## src/rtl/vvc_pkg.sv

```systemverilog
// Shared types and codes for the varint / varlong codec.
// Used by the front end, the queue, the back end and the top level.
package vvc_pkg;

    // Result kinds on the output channel
    localparam logic [1:0] KIND_VALUE = 2'd0;
    localparam logic [1:0] KIND_BYTE  = 2'd1;
    localparam logic [1:0] KIND_ERROR = 2'd2;

    // Error codes
    localparam logic [1:0] ERR_NONE  = 2'd0;
    localparam logic [1:0] ERR_TRUNC = 2'd1;
    localparam logic [1:0] ERR_SPACE = 2'd2;

    // Last byte index of a value in each mode
    localparam logic [3:0] LAST_IDX_32 = 4'd4;
    localparam logic [3:0] LAST_IDX_64 = 4'd9;

    // Work handed from the front end to the back end
    typedef enum logic [1:0] {
        OP_VALUE  = 2'd0,
        OP_ERROR  = 2'd1,
        OP_ENCODE = 2'd2
    } t_op;

    typedef struct packed {
        t_op         op;
        logic [63:0] data;   // decoded value or value to encode
        logic [3:0]  count;  // bytes used or bytes to emit
        logic [1:0]  err;
    } t_entry;

    typedef struct packed {
        logic   valid;
        t_entry entry;
    } t_push;

endpackage

```

## src/rtl/vvc_front.sv

```systemverilog
// Front end: accepts items, runs the decode accumulator and sizes encodes.
// Pushes one work entry per result-bearing item into the queue; uses vvc_pkg.
module vvc_front (
    input  logic               i_clk,
    input  logic               i_rst_n,
    input  logic               i_valid,
    output logic               o_stall,
    input  logic               i_cmd,
    input  logic               i_long_mode,
    input  logic [7:0]         i_in_byte,
    input  logic               i_buffer_end,
    input  logic signed [63:0] i_in_value,
    input  logic [3:0]         i_space_left,
    input  logic               i_full,
    output vvc_pkg::t_push     o_push
);

    logic [63:0] r_acc;
    logic [3:0]  r_byte_index;
    logic        r_value_mode;
    logic [63:0] n_acc;
    logic [3:0]  n_byte_index;
    logic        n_value_mode;

    logic        accept;
    logic        mode;
    logic [63:0] acc_base;
    logic [3:0]  last_idx;
    logic [3:0]  idx;
    logic [6:0]  shamt;
    logic [63:0] acc_new;
    logic        fin;
    logic [63:0] dec_value;
    logic [63:0] enc_u;
    logic [3:0]  enc_n;

    assign accept  = i_valid && !i_full;
    assign o_stall = i_full;

    // Decode datapath
    always_comb begin
        mode     = (r_byte_index == 4'd0) ? i_long_mode : r_value_mode;
        acc_base = (r_byte_index == 4'd0) ? 64'd0 : r_acc;
        last_idx = mode ? vvc_pkg::LAST_IDX_64 : vvc_pkg::LAST_IDX_32;
        idx      = (r_byte_index > last_idx) ? last_idx : r_byte_index;
        shamt    = {idx, 3'b000} - {3'b000, idx};
        if (idx == last_idx) begin
            if (mode) begin
                acc_new = acc_base | {i_in_byte[0], 63'd0};
            end else begin
                acc_new = acc_base | {32'd0, i_in_byte[3:0], 28'd0};
            end
            fin = 1'b1;
        end else begin
            acc_new = acc_base | (64'(i_in_byte[6:0]) << shamt[5:0]);
            fin     = !i_in_byte[7];
        end
        dec_value = mode ? acc_new : {{32{acc_new[31]}}, acc_new[31:0]};
    end

    // Encode sizing: one byte per 7-bit group up to the highest nonzero one
    always_comb begin
        enc_u = i_long_mode ? $unsigned(i_in_value) : {32'd0, i_in_value[31:0]};
        enc_n = 4'd1;
        for (int k = 1; k < 10; k++) begin
            if ((enc_u >> (7 * k)) != 64'd0) begin
                enc_n = 4'(k + 1);
            end
        end
    end

    always_comb begin
        n_acc           = r_acc;
        n_byte_index    = r_byte_index;
        n_value_mode    = r_value_mode;
        o_push.valid    = 1'b0;
        o_push.entry.op = vvc_pkg::OP_VALUE;
        o_push.entry.data  = dec_value;
        o_push.entry.count = idx + 4'd1;
        o_push.entry.err   = vvc_pkg::ERR_NONE;
        if (accept) begin
            if (i_cmd) begin
                o_push.valid = 1'b1;
                if (i_space_left < enc_n) begin
                    o_push.entry.op    = vvc_pkg::OP_ERROR;
                    o_push.entry.data  = 64'd0;
                    o_push.entry.count = 4'd0;
                    o_push.entry.err   = vvc_pkg::ERR_SPACE;
                end else begin
                    o_push.entry.op    = vvc_pkg::OP_ENCODE;
                    o_push.entry.data  = enc_u;
                    o_push.entry.count = enc_n;
                end
            end else if (fin) begin
                o_push.valid = 1'b1;
                n_acc        = 64'd0;
                n_byte_index = 4'd0;
                n_value_mode = 1'b0;
            end else if (i_buffer_end) begin
                // out of input mid-value: report and drop the partial value
                o_push.valid       = 1'b1;
                o_push.entry.op    = vvc_pkg::OP_ERROR;
                o_push.entry.data  = 64'd0;
                o_push.entry.count = 4'd0;
                o_push.entry.err   = vvc_pkg::ERR_TRUNC;
                n_acc              = 64'd0;
                n_byte_index       = 4'd0;
                n_value_mode       = 1'b0;
            end else begin
                n_acc        = acc_new;
                n_byte_index = idx + 4'd1;
                n_value_mode = mode;
            end
        end
    end

    always_ff @(posedge i_clk) begin
        if (!i_rst_n) begin
            r_acc        <= 64'd0;
            r_byte_index <= 4'd0;
            r_value_mode <= 1'b0;
        end else begin
            r_acc        <= n_acc;
            r_byte_index <= n_byte_index;
            r_value_mode <= n_value_mode;
        end
    end

`ifndef SYNTH
    a_index_range: assert property (@(posedge i_clk) disable iff (!i_rst_n)
        (r_value_mode ? (r_byte_index <= vvc_pkg::LAST_IDX_64)
                      : (r_byte_index <= vvc_pkg::LAST_IDX_32)))
        else $error("decode byte index beyond last byte of its mode");
    a_idle_clear: assert property (@(posedge i_clk) disable iff (!i_rst_n)
        (r_byte_index == 4'd0) |-> (r_acc == 64'd0 && !r_value_mode))
        else $error("decode state not cleared between values");
`endif

endmodule

```

## src/rtl/vvc_queue.sv

```systemverilog
// Short FIFO of work entries between the front end and the back end.
// Depth set by the top level; entry type from vvc_pkg.
module vvc_queue #(
    parameter int DEPTH = 2
) (
    input  logic            i_clk,
    input  logic            i_rst_n,
    input  vvc_pkg::t_push  i_push,
    output logic            o_full,
    output logic            o_q_valid,
    output vvc_pkg::t_entry o_entry,
    input  logic            i_pop
);

    localparam int PW = (DEPTH > 1) ? $clog2(DEPTH) : 1;
    localparam int CW = $clog2(DEPTH + 1);
    localparam logic [PW-1:0] PTR_LAST = PW'(DEPTH - 1);
    localparam logic [CW-1:0] CNT_FULL = CW'(DEPTH);

    vvc_pkg::t_entry r_mem [DEPTH];
    logic [PW-1:0]   r_wr_ptr;
    logic [PW-1:0]   r_rd_ptr;
    logic [CW-1:0]   r_count;
    logic            do_pop;

    assign o_full    = (r_count == CNT_FULL);
    assign o_q_valid = (r_count != '0);
    assign o_entry   = r_mem[r_rd_ptr];
    assign do_pop    = i_pop && o_q_valid;

    always_ff @(posedge i_clk) begin
        if (i_push.valid) begin
            r_mem[r_wr_ptr] <= i_push.entry;
        end
    end

    always_ff @(posedge i_clk) begin
        if (!i_rst_n) begin
            r_wr_ptr <= '0;
            r_rd_ptr <= '0;
            r_count  <= '0;
        end else begin
            if (i_push.valid) begin
                r_wr_ptr <= (r_wr_ptr == PTR_LAST) ? '0 : r_wr_ptr + PW'(1);
            end
            if (do_pop) begin
                r_rd_ptr <= (r_rd_ptr == PTR_LAST) ? '0 : r_rd_ptr + PW'(1);
            end
            if (i_push.valid && !do_pop) begin
                r_count <= r_count + CW'(1);
            end else if (!i_push.valid && do_pop) begin
                r_count <= r_count - CW'(1);
            end
        end
    end

`ifndef SYNTH
    a_no_overflow: assert property (@(posedge i_clk) disable iff (!i_rst_n)
        !(i_push.valid && o_full))
        else $error("push into full work queue");
`endif

endmodule

```

## src/rtl/vvc_back.sv

```systemverilog
// Back end: drains work entries and drives the registered output channel.
// Serializes encodes one byte per cycle while i_stall is low; uses vvc_pkg.
module vvc_back (
    input  logic            i_clk,
    input  logic            i_rst_n,
    input  logic            i_q_valid,
    input  vvc_pkg::t_entry i_entry,
    output logic            o_pop,
    output logic            o_valid,
    input  logic            i_stall,
    output logic [1:0]      o_kind,
    output logic [63:0]     o_value_out,
    output logic [7:0]      o_out_byte,
    output logic [3:0]      o_bytes_used,
    output logic [1:0]      o_error_code,
    output logic            o_last_of_run
);

    logic        r_valid, n_valid;
    logic [1:0]  r_kind, n_kind;
    logic [63:0] r_value, n_value;
    logic [7:0]  r_byte, n_byte;
    logic [3:0]  r_used, n_used;
    logic [1:0]  r_err, n_err;
    logic        r_last, n_last;
    logic        r_busy, n_busy;
    logic [63:0] r_shift, n_shift;
    logic [3:0]  r_left, n_left;
    logic        load;

    assign load = !r_valid || !i_stall;

    always_comb begin
        n_valid = r_valid;
        n_kind  = r_kind;
        n_value = r_value;
        n_byte  = r_byte;
        n_used  = r_used;
        n_err   = r_err;
        n_last  = r_last;
        n_busy  = r_busy;
        n_shift = r_shift;
        n_left  = r_left;
        o_pop   = 1'b0;
        if (load) begin
            if (r_busy) begin
                // next byte of a running encode
                n_valid = 1'b1;
                n_kind  = vvc_pkg::KIND_BYTE;
                n_value = 64'd0;
                n_used  = 4'd0;
                n_err   = vvc_pkg::ERR_NONE;
                n_last  = (r_left == 4'd1);
                n_byte  = {r_left != 4'd1, r_shift[6:0]};
                n_shift = r_shift >> 7;
                n_left  = r_left - 4'd1;
                n_busy  = (r_left != 4'd1);
            end else if (i_q_valid) begin
                o_pop   = 1'b1;
                n_valid = 1'b1;
                n_value = 64'd0;
                n_byte  = 8'd0;
                n_used  = 4'd0;
                n_err   = vvc_pkg::ERR_NONE;
                n_last  = 1'b1;
                unique case (i_entry.op)
                    vvc_pkg::OP_VALUE: begin
                        n_kind  = vvc_pkg::KIND_VALUE;
                        n_value = i_entry.data;
                        n_used  = i_entry.count;
                    end
                    vvc_pkg::OP_ENCODE: begin
                        n_kind  = vvc_pkg::KIND_BYTE;
                        n_last  = (i_entry.count == 4'd1);
                        n_byte  = {i_entry.count != 4'd1, i_entry.data[6:0]};
                        n_shift = i_entry.data >> 7;
                        n_left  = i_entry.count - 4'd1;
                        n_busy  = (i_entry.count != 4'd1);
                    end
                    default: begin
                        n_kind = vvc_pkg::KIND_ERROR;
                        n_err  = i_entry.err;
                    end
                endcase
            end else begin
                n_valid = 1'b0;
            end
        end
    end

    always_ff @(posedge i_clk) begin
        if (!i_rst_n) begin
            r_valid <= 1'b0;
            r_busy  <= 1'b0;
            r_left  <= 4'd0;
        end else begin
            r_valid <= n_valid;
            r_busy  <= n_busy;
            r_left  <= n_left;
        end
    end

    always_ff @(posedge i_clk) begin
        r_kind  <= n_kind;
        r_value <= n_value;
        r_byte  <= n_byte;
        r_used  <= n_used;
        r_err   <= n_err;
        r_last  <= n_last;
        r_shift <= n_shift;
    end

    assign o_valid       = r_valid;
    assign o_kind        = r_kind;
    assign o_value_out   = r_value;
    assign o_out_byte    = r_byte;
    assign o_bytes_used  = r_used;
    assign o_error_code  = r_err;
    assign o_last_of_run = r_last;

`ifndef SYNTH
    a_busy_left: assert property (@(posedge i_clk) disable iff (!i_rst_n)
        r_busy |-> (r_left != 4'd0 && r_valid && !r_last))
        else $error("encode serializer busy with nothing left");
    a_cont_bit: assert property (@(posedge i_clk) disable iff (!i_rst_n)
        (r_valid && r_kind == vvc_pkg::KIND_BYTE) |-> (r_byte[7] == !r_last))
        else $error("continuation bit does not match last byte");
    a_single_last: assert property (@(posedge i_clk) disable iff (!i_rst_n)
        (r_valid && r_kind != vvc_pkg::KIND_BYTE) |-> r_last)
        else $error("value or error result not marked last");
`endif

endmodule

```

## src/rtl/varint_varlong_codec.sv

```systemverilog
// Top level of the LEB128-style varint (32-bit) / varlong (64-bit) codec.
// Ties the front end, work queue and back end together; uses vvc_pkg.
//
// Input channel: i_valid / o_stall. An item is taken at a clock edge with
// i_valid high and o_stall low. Decode items (i_cmd 0) bring one byte each;
// encode items (i_cmd 1) bring one value plus the output space left.
// Output channel: o_valid / i_stall, one result per accepted transfer, with
// o_last_of_run marking the final result of an item.
// A result is registered in the work queue and then in the output register.
// Throughput: one decode byte per cycle while o_stall is low; an encode item
// occupies the back end's byte serializer until all of its emitted bytes
// (1 to 10) are out, while the front end keeps accepting into the work queue
// of QUEUE_DEPTH entries. o_stall rises only when that queue is full.
// Reset (synchronous, i_rst_n low) clears the decode accumulator, the queue
// and the output register. While i_stall is high the output item holds and
// work backs up into the queue, then onto o_stall.
module varint_varlong_codec #(
    parameter int QUEUE_DEPTH = 2
) (
    input  logic               i_clk,
    input  logic               i_rst_n,
    input  logic               i_valid,
    output logic               o_stall,
    input  logic               i_cmd,
    input  logic               i_long_mode,
    input  logic [7:0]         i_in_byte,
    input  logic               i_buffer_end,
    input  logic signed [63:0] i_in_value,
    input  logic [3:0]         i_space_left,
    output logic               o_valid,
    input  logic               i_stall,
    output logic [1:0]         o_kind,
    output logic signed [63:0] o_value_out,
    output logic [7:0]         o_out_byte,
    output logic [3:0]         o_bytes_used,
    output logic [1:0]         o_error_code,
    output logic               o_last_of_run
);

    vvc_pkg::t_push  push;
    vvc_pkg::t_entry entry;
    logic            full;
    logic            q_valid;
    logic            pop;
    logic [63:0]     value_out;

    vvc_front u_front (
        .i_clk        (i_clk),
        .i_rst_n      (i_rst_n),
        .i_valid      (i_valid),
        .o_stall      (o_stall),
        .i_cmd        (i_cmd),
        .i_long_mode  (i_long_mode),
        .i_in_byte    (i_in_byte),
        .i_buffer_end (i_buffer_end),
        .i_in_value   (i_in_value),
        .i_space_left (i_space_left),
        .i_full       (full),
        .o_push       (push)
    );

    vvc_queue #(
        .DEPTH (QUEUE_DEPTH)
    ) u_queue (
        .i_clk     (i_clk),
        .i_rst_n   (i_rst_n),
        .i_push    (push),
        .o_full    (full),
        .o_q_valid (q_valid),
        .o_entry   (entry),
        .i_pop     (pop)
    );

    vvc_back u_back (
        .i_clk         (i_clk),
        .i_rst_n       (i_rst_n),
        .i_q_valid     (q_valid),
        .i_entry       (entry),
        .o_pop         (pop),
        .o_valid       (o_valid),
        .i_stall       (i_stall),
        .o_kind        (o_kind),
        .o_value_out   (value_out),
        .o_out_byte    (o_out_byte),
        .o_bytes_used  (o_bytes_used),
        .o_error_code  (o_error_code),
        .o_last_of_run (o_last_of_run)
    );

    assign o_value_out = $signed(value_out);

endmodule

```

## config.mk

```make
export PLATFORM = sky130hd
export DESIGN_NAME = varint_varlong_codec
export DESIGN_NICKNAME = d
export VERILOG_FILES = /design/src/rtl/vvc_pkg.sv /design/src/rtl/vvc_front.sv /design/src/rtl/vvc_queue.sv /design/src/rtl/vvc_back.sv /design/src/rtl/varint_varlong_codec.sv
export SDC_FILE = /design/constraint.sdc
export NUM_CORES = 1
export LEC_CHECK = 0
export BUFFER_PORTS_ARGS = -buffer_cell sky130_fd_sc_hd__buf_2
export CORE_ASPECT_RATIO = 0.5
export CORE_MARGIN = 1
export CORE_UTILIZATION = 50
export CTS_CLUSTER_SIZE = 40
export DETAILED_ROUTE_END_ITERATION = 10
export PLACE_DENSITY = 0.81
export SYNTH_ARGS = -nofsm -noshare
export SYNTH_HDL_FRONTEND = slang
export SYNTH_HIERARCHICAL = 1
export SYNTH_SLANG_ARGS = --single-unit
```

## constraint.sdc

```tcl
create_clock -name i_clk -period 6.75 [get_ports i_clk]
set_input_delay 0.675 -clock i_clk [delete_from_list [all_inputs] [get_ports i_clk]]
set_output_delay 0.675 -clock i_clk [all_outputs]
set_load 0.02 [all_outputs]
```

# ---- Word-level counts from Yosys, hierarchy flattened
# Memory sizes are Yosys's and may differ from the RTL's. A register that Yosys moved wholly into a read port is not among the register bits.
# Index checks and enable logic that the tools add are counted.
dict set report word_totals {
  reg_bits 224
  latchBits 0
  ram_bits 144
  rom_bits 0
  in_bits 83
  wordCells 135
  n_memories 1
}
dict set report op_classes {
  n_addsub 8
  multipliers 0
  n_div 0
  magnitude_cmp 2
  eq_ne 7
  n_shift 1
  muxes 66
  bitwise 4
  reduce_logical 29
}
# name words width rd rd_clocked_by_memory_dff write_ports line
set mem_list {}
lappend mem_list {u_queue.r_mem 2 72 1 1 1 vvc_queue.sv:20} ;# vvc_pkg::t_entry r_mem [DEPTH];
# op n
set ops {}
lappend ops {{$mux 64} 11}
lappend ops {{$reduce_bool 64->1} 8}
lappend ops {{$mux 73} 3}
lappend ops {{$or 64x64->64} 2}
lappend ops {{$mux 72} 1}
lappend ops {{$mux 70} 1}
lappend ops {{$mux 4} 17}
lappend ops {{$or 64x32->64} 1}
lappend ops {{$shl 7x6->64} 1}
lappend ops {{$mux 57} 1}
lappend ops {{$mux 8} 3}
lappend ops {{$mux 1} 21}
lappend ops {{$mux 2} 7}
lappend ops {{$eq 4x1->1 const B} 2}
lappend ops {{$ne 4x1->1 const B} 2}
lappend ops {{$reduce_bool 2->1} 4}
lappend ops {{$sub 4x1->4 const B} 2}
lappend ops {{$logic_not 1->1} 6}
lappend ops {{$sub 6x4->6} 1}
lappend ops {{$add 4x1->4 const B} 1}
lappend ops {{$eq 2x2->1 const B} 2}
lappend ops {{$eq 4x4->1} 1}
lappend ops {{$gt 4x4->1} 1}
lappend ops {{$logic_and 1x1->1} 4}
lappend ops {{12 further kinds} 14}

# ---- Longest topological paths before layout
# Gate-level depths: netlist (run 1).
dict set report logic_depth {
  ltp_word 19
  mapped_depth 21
  mapped_depth_nobuf 18
}

# ---- By module
# The synthesis (run 1) kept the hierarchy.
# mod n_inst cells_per_inst area_per_inst_um2 seq_area_each_um2
set modules_own_cells {}
lappend modules_own_cells {vvc_back 1 358 5860.6 4264.1}
lappend modules_own_cells {vvc_queue 1 246 5412.7 4424.2}
lappend modules_own_cells {vvc_front 1 715 5346.4 1381.3}

# ---- Worst setup path after synthesis (run 1)
# No wires, ideal clock.
dict set report synth_timing {
  kind {register -> register}
  startpoint {register u_front.r_byte_index[0]}
  endpoint {memory u_queue/r_mem[0][0] (netlist name), enable pin}
  setup_ns 0.512
  arrival_ns 6.559
  required_time_ns 6.238
  slack_ns -0.321
  path_stages_with_launch 15
  path_buffers 3
  period_less_slack_ns 7.071
  cell_sequence {dfxtp_1 -> nor4_4 -> mux2i_1 -> clkbuf_1 -> clkbuf_1 -> ha_1 -> nand4b_1 -> o21a_1 -> nand3_1 -> buf_2 -> a211oi_2 -> or3_1 -> nor2_1 -> nor2_1 -> nor2b_1}
}
# element line
set synth_lines {}
lappend synth_lines {{from (decl)} vvc_front.sv:19} ;# logic [3:0] r_byte_index;
lappend synth_lines {{from (signal assigned)} vvc_front.sv:124} ;# r_byte_index <= n_byte_index;
lappend synth_lines {{to (decl)} vvc_queue.sv:20}

==> flow_metrics.env, run 1 <==
export IMPL_cts_sinks=362
export IMPL_grt_pass1_wl_um=74500
export IMPL_htree_levels=2
export IMPL_cts_root_buf="clkbuf_16"
export IMPL_finish_utilization_pct=59.0
export IMPL_fin_crit_sh_pct=90.6
export IMPL_setup_tns_ps=0
export IMPL_die_height_um=131
export IMPL_met3_length_um=5820
export IMPL_gp_congestion=1.03
export IMPL_finClkSkew_ps=21.6
export IMPL_pin_count=166
export IMPL_worstSetupEndpointType="register"
export IMPL_synth_async_reset_ratio_pct=0
export IMPL_fillCellCount=2480
export IMPL_final_hold_violation_count=0
export IMPL_initial_core_util_pct=51.7
export IMPL_ant_nets=0
export IMPL_irDropWorstVdd_v=0.000238
export IMPL_final_cell_mix="edfxtp_1, buf_2, nand2_1, mux2_2, and2_1"
export IMPL_rows=46
export IMPL_r2r_end="u_queue/r_mem[1][62]"
export IMPL_drv_cap=0
export IMPL_synth_cell_type_count=86
export IMPL_synthCells=1319
export IMPL_postCtsSetupRepairBufs=0
export IMPL_hpwl_um=36500
export IMPL_insertion_delay_ps=540
export IMPL_register_area_um2=10100
export IMPL_holdBufCountCts=0
export IMPL_cts_buffer_depth=3
export IMPL_drt_wirelength_per_cell_um=26.8
export IMPL_arrival_ps=6370
export IMPL_antenna_found_initial=2
export IMPL_track_usage_pct=30.2
export IMPL_setup_worst_path_end="u_queue/r_mem[1][62]"
export IMPL_finalSetupViolCount=0
export IMPL_worst_pin_slew_ps=1140
export IMPL_clkTransAtPathRegs_ps=70
export IMPL_timing_rr_start="u_front/r_byte_index[0]"
export IMPL_critPathLaunch="u_front/r_byte_index[0]"
export IMPL_via_count=12166
export IMPL_fmax_mhz=164
export IMPL_crit_path_start_kind="register"
export IMPL_yosys_area_top_type="edfxtp_1"
export IMPL_synth_warnings=6
export IMPL_final_common_cell="edfxtp_1"
export IMPL_leakagePower_nw=6.78
export IMPL_drtIter0Drc=1778
export IMPL_r2r_setup_slack_ps=640
export IMPL_power_total_mw=7.77
export IMPL_viasPerCell=6.31
export IMPL_synth_yosys_seq_area_share_pct=60.6
export IMPL_routed_top_layer="met4"
export IMPL_ys_ff_latch=362
export IMPL_synth_edf_count=282
export IMPL_syn_avg_cell_area_um2=12.6
export IMPL_crit_fanout=13
export IMPL_netlist_area_um2=16600
export IMPL_multi_input_area_um2=6160
export IMPL_nNetsFinal=1567
export IMPL_path_class="register to register"
export IMPL_synth_main_ff_cell="edfxtp_1"
export IMPL_cts_buffers_inserted=34
export IMPL_grt_max_degree=86
export IMPL_holdPathStages=2
export IMPL_syn_to_final_growth_pct=14.1
export IMPL_drc_errors=0
export IMPL_grt_pass1_vias=11519
export IMPL_first_pass_iters=6
export IMPL_hp_class="register to register"
export IMPL_fin_crit_ps=6110
export IMPL_dieArea_um2=34000
export IMPL_synth_top_cell_area_share_pct=51.0
export IMPL_wirelength_um=51800
export IMPL_dr_wl_met2_um=22900
export IMPL_yosys_top_cells_area="edfxtp_1, dfxtp_1, mux2_2, and2_1, nand2_1"
export IMPL_drv_slew=0
export IMPL_maxSlewHeadroom_pct=24.3
export IMPL_die_x_um=260
export IMPL_core_um2=32200
export IMPL_cts_tree="built"
export IMPL_crit_required_ps=7010
export IMPL_numPortBuffers=165
export IMPL_drive_gt1_share_pct=27.1
export IMPL_gr_total_overflow=0
export IMPL_rsz0062_at_grt="false"
export IMPL_reg2reg_depth=18
export IMPL_m1WireLength_um=21800
export IMPL_outcome="completed"
export IMPL_powerDensity_nw_per_um2=409
export IMPL_synth_nets=1415
cell usage after synthesis, types with 3 or more instances:
master,n
buf_6,3
o31ai_1,3
buf_4,15
a22oi_1,48
o22ai_1,8
dfxtp_1,80
edfxtp_1,282
nor3_1,16
clkbuf_1,41
and2_1,88
o21a_1,6
o21ai_0,56
nand2_1,123
inv_1,13
nand4_1,5
o211ai_1,8
nand3_1,28
and3_1,8
a211oi_1,5
a22o_1,27
xnor2_1,6
or2_2,5
xor2_1,3
a21oi_1,24
nor2b_1,41
nor4_1,6
buf_2,15
a221o_1,5
a21o_1,6
a32oi_1,15
a21boi_0,4
mux2_2,123
o21ai_2,4
and4_1,3
o21ai_1,32
a221oi_1,17
nand2b_1,6
or4_1,3
or3_1,6
ha_1,13
a31oi_1,3
mux2i_1,8
nor2_1,49
a32o_1,3
worst max-delay path, stage by stage (launching register included):
cell and delay [ps]:
dfxtp_1 380, nor4_4 480, mux2i_2 500, inv_2 230
ha_1 430, nand4b_1 150, o21ai_0 220, o21ai_2 420
nand2_1 210, inv_2 220, ha_1 400, inv_1 210
nand2_1 140, a211oi_1 70, or2_2 360, a21oi_1 520
o32ai_2 380, a221oi_1 350, o21ai_1 120
power breakdown:
part | leakage (nW) | internal (mW) | switching [mW] | total [mW]
registers | 3.35 | 3.17 | 0.220 | 3.39
clock network | 0.537 | 1.09 | 0.859 | 1.95
logic | 2.89 | 0.825 | 1.61 | 2.43
per-layer routing:
metal / global-route usage [%] / vias to the layer above
li1: - / 5319
met5: 0 / -
met3: 6.87 / 82
met1: 44.2 / 6039
met4: 8.37 / 0
met2: 45.0 / 726
state kept, by name, summed over array words and instances (netlist names), 4 cells and up, named ones only:
name and cells:
u_front/r_acc 64, u_back/o_bytes_used 4, u_back/r_shift 57, u_queue/r_mem 144
u_back/o_out_byte 8, u_back/o_value_out 64, u_back/r_left 4, u_front/r_byte_index 4
worst min-delay path by stage:
stage                                 start                end
final                     u_front/r_acc[33]  u_front/r_acc[33]
after global routing       u_front/r_acc[9]   u_front/r_acc[9]
after CTS                 u_front/r_acc[33]  u_front/r_acc[33]
after detailed placement  u_front/r_acc[37]  u_front/r_acc[37]
after floorplan           u_front/r_acc[30]  u_front/r_acc[30]
after global placement    u_front/r_acc[37]  u_front/r_acc[37]
area by class of cell:
cell class / instances / share of cell area (%)
well taps: 432 / 2.85
clock inverters: 20 / 1.04
repair buffers: 191 / 5.45
clock buffers: 41 / 4.79
multi-input cells: 867 / 32.5
inverters: 15 / 0.297
diodes: 1 / 0.0132
flip-flops and latches: 362 / 53.1
timing repair:
item	CTS	global route
endpoints found under the hold margin	0	0
gates resized for setup	0	1
setup endpoints to repair	0	12
stage by stage:
| stage | worst slack, ps | area (um^2) | hold WS, ps | instances |
|---|---|---|---|---|
| finish | 637 | 19000 | 452 | 1929 |
| detailed placement | 656 | 17900 | 443 | 1867 |
| floorplan | 1060 | 16600 | 424 | 1319 |
| global placement | 905 | 17900 | 433 | 1867 |
| global route | 173 | 19000 | 488 | 1928 |
| CTS | 625 | 19000 | 452 | 1928 |
logic make-up (layout without fill, tap and decap cells):
| kind of cell | after synthesis | count (layout) | share of synthesized area [%] |
|---|---|---|---|
| adder cells (fa/ha/maj) | 13 | 13 | 0.979 |
| AO/OA/AOI/OAI | 306 | 306 | 13.2 |
| AND/OR/NAND/NOR | 403 | 403 | 12.8 |
| XOR/XNOR | 11 | 11 | 0.670 |
| flip-flops | 362 | 362 | 60.6 |
| buffers and inverters | 90 | 267 | 2.69 |
| multiplexers | 134 | 134 | 9.12 |
| other | 0 | 1 | 0 |
Power figures use the tool's default switching activity.
==> run 2, diff against run 1 <==
--- a/config.mk
+++ b/config.mk
@@ -5,13 +5,13 @@
 export SDC_FILE = /design/constraint.sdc
 export NUM_CORES = 1
 export LEC_CHECK = 0
-export BUFFER_PORTS_ARGS = -buffer_cell sky130_fd_sc_hd__buf_2
 export CORE_ASPECT_RATIO = 0.5
 export CORE_MARGIN = 1
 export CORE_UTILIZATION = 50
 export CTS_CLUSTER_SIZE = 40
 export DETAILED_ROUTE_END_ITERATION = 10
-export PLACE_DENSITY = 0.81
+export DONT_BUFFER_PORTS = 1
+export PLACE_DENSITY = 0.77
 export SYNTH_ARGS = -nofsm -noshare
 export SYNTH_HDL_FRONTEND = slang
 export SYNTH_HIERARCHICAL = 1
==> flow_metrics.env, run 2 (synthesis gave the netlist of run 1 again) <==
export IMPL_ant_nets=0
export IMPL_via_count=11485
export IMPL_drtIter0Drc=1608
export IMPL_maxSlewHeadroom_pct=18.5
export IMPL_drv_slew=0
export IMPL_r2r_end="u_queue/r_mem[0][59]"
export IMPL_rsz0062_at_grt="false"
export IMPL_nNetsFinal=1401
export IMPL_fin_crit_sh_pct=93.5
export IMPL_hold_ws_ps=282
export IMPL_die_x_um=260
export IMPL_clkTransAtPathRegs_ps=70
export IMPL_swShare_pct=34.3
export IMPL_first_pass_iters=5
export IMPL_finClkSkew_ps=17.4
export IMPL_insertion_delay_ps=530
export IMPL_grt_pass1_wl_um=72000
export IMPL_irDropWorstVdd_v=0.000242
export IMPL_hp_class="input pin to register"
export IMPL_crit_required_ps=7020
export IMPL_r2r_setup_slack_ps=440
export IMPL_final_hold_violation_count=0
export IMPL_hpwl_um=35400
export IMPL_fmax_mhz=159
export IMPL_grt_pass1_vias=10767
export IMPL_drv_cap=0
export IMPL_min_from="i_rst_n"
export IMPL_p_int_mw=4.91
export IMPL_viasPerCell=6.52
export IMPL_crit_fanout=14
export IMPL_place_ws_ps=386
export IMPL_timing_rr_start="u_front/r_byte_index[0]"
export IMPL_finalSetupViolCount=0
export IMPL_gp_congestion=1.02
export IMPL_cts_buffer_depth=3
export IMPL_dp_cells=1701
export IMPL_finalWorstSetupSlack_ps=442
export IMPL_die_height_um=131
export IMPL_htree_levels=2
export IMPL_dieArea_um2=34000
export IMPL_p_comb_share_pct=23.9
export IMPL_power_total_mw=7.47
export IMPL_final_cell_mix="edfxtp_1, nand2_1, mux2_2"
export IMPL_leakagePower_nw=6.10
export IMPL_holdBufCountCts=0
export IMPL_setup_worst_path_end="u_queue/r_mem[0][59]"
export IMPL_grt_busiest_layer="met2"
export IMPL_use_met3_pct=7.33
export IMPL_setup_tns_ps=0
export IMPL_outcome="completed"
export IMPL_grt_met1_usage_pct=42.3
export IMPL_rows=46
export IMPL_cts_tree="built"
export IMPL_crit_path_start_kind="register"
export IMPL_fin_crit_ps=6310
export IMPL_fin_cells=1762
export IMPL_pwr_share_seq_pct=50.4
export IMPL_critPathLaunch="u_front/r_byte_index[0]"
export IMPL_drt_wirelength_per_cell_um=28.5
export IMPL_track_usage_pct=29.3
export IMPL_cts_buffers_inserted=34
export IMPL_drc_errors=0
export IMPL_initial_core_util_pct=51.7
export IMPL_cts_sinks=362
export IMPL_reg2reg_depth=18
export IMPL_syn_to_final_growth_pct=9.09
export IMPL_p_sw_mw=2.56
export IMPL_design_area_um2=18100
export IMPL_use_met2_pct=43.7
export IMPL_powerDensity_nw_per_um2=412
export IMPL_dpl_cell_area_um2=17000
export IMPL_antenna_found_initial=6
export IMPL_finish_utilization_pct=56.4
export IMPL_top_register="u_queue/r_mem"
export IMPL_fillCellCount=2561
export IMPL_largest_reg_flops=144
export IMPL_core_um2=32200
export IMPL_final_common_cell="edfxtp_1"
export IMPL_path_class="register to register"
export IMPL_numPortBuffers=0
export IMPL_worst_pin_slew_ps=1210
export IMPL_clock_power_share_pct=25.7
export IMPL_grt_max_degree=86
export IMPL_wirelength_um=50100
export IMPL_cts_root_buf="clkbuf_16"
export IMPL_worstSetupEndpointType="register"
export IMPL_drive_gt1_share_pct=17.7
export IMPL_pin_count=166
export IMPL_arrival_ps=6570
export IMPL_gr_total_overflow=0
-- run 2: per-layer routing --
| metal | vias to the layer above | part of all wire (%) |
|---|---|---|
| met5 | - | 0.066 |
| met2 | 678 | 43 |
| met1 | 5746 | 43 |
| met4 | 4 | 2.6 |
| met3 | 83 | 11 |
| li1 | 4974 | - |
-- run 2: layout make-up --
type / instances / area (um^2) / area share (%)
antenna: 1 / 2.50 / 0.0138
clock buffer: 41 / 898 / 4.95
clock inverter: 19 / 189 / 1.04
inverter: 15 / 56.3 / 0.311
multi-input combinational: 867 / 6160 / 34.0
sequential: 362 / 10100 / 55.6
tap: 432 / 541 / 2.98
timing repair buffer: 25 / 213 / 1.17
-- run 2: power groups by stage --
stage	Combinational, mW	Sequential [mW]	Clock, mW
after CTS	1.76	3.78	1.94
after floorplan	1.29	3.69	0
after global routing	1.90	3.82	2.04
final	1.78	3.77	1.92
after detailed placement	1.76	3.82	0
after global placement	1.71	3.80	0
-- run 2: worst min path at each step --
stage	end	slack, ps	depth (start not counted)
finish	u_front/r_acc[31]	280	1
global route	u_front/r_acc[31]	250	1
detailed placement	u_front/r_acc[37]	440	1
floorplan	u_front/r_acc[30]	420	2
global placement	u_front/r_acc[37]	430	1
CTS	u_front/r_acc[31]	260	1
-- run 2: timing repair --
action,CTS,global route
endpoints found under the hold margin,0,0
setup buffers,0,0
gates resized for setup,0,1
setup endpoints to repair,0,34
-- run 2: critical path, cell delays in order, from the launching register on --
cell      delay [ps]
dfxtp_1          380
nor4_4           510
mux2i_2          490
inv_2            230
ha_1             420
nand4b_1         140
o21a_1           200
nand3_1          380
nand2_1          320
inv_2            160
ha_1             560
inv_1            210
nand2_1          140
a211oi_1          80
a311oi_1         420
mux2i_1          320
a22oi_1          420
o21ai_0          320
a22o_1           310
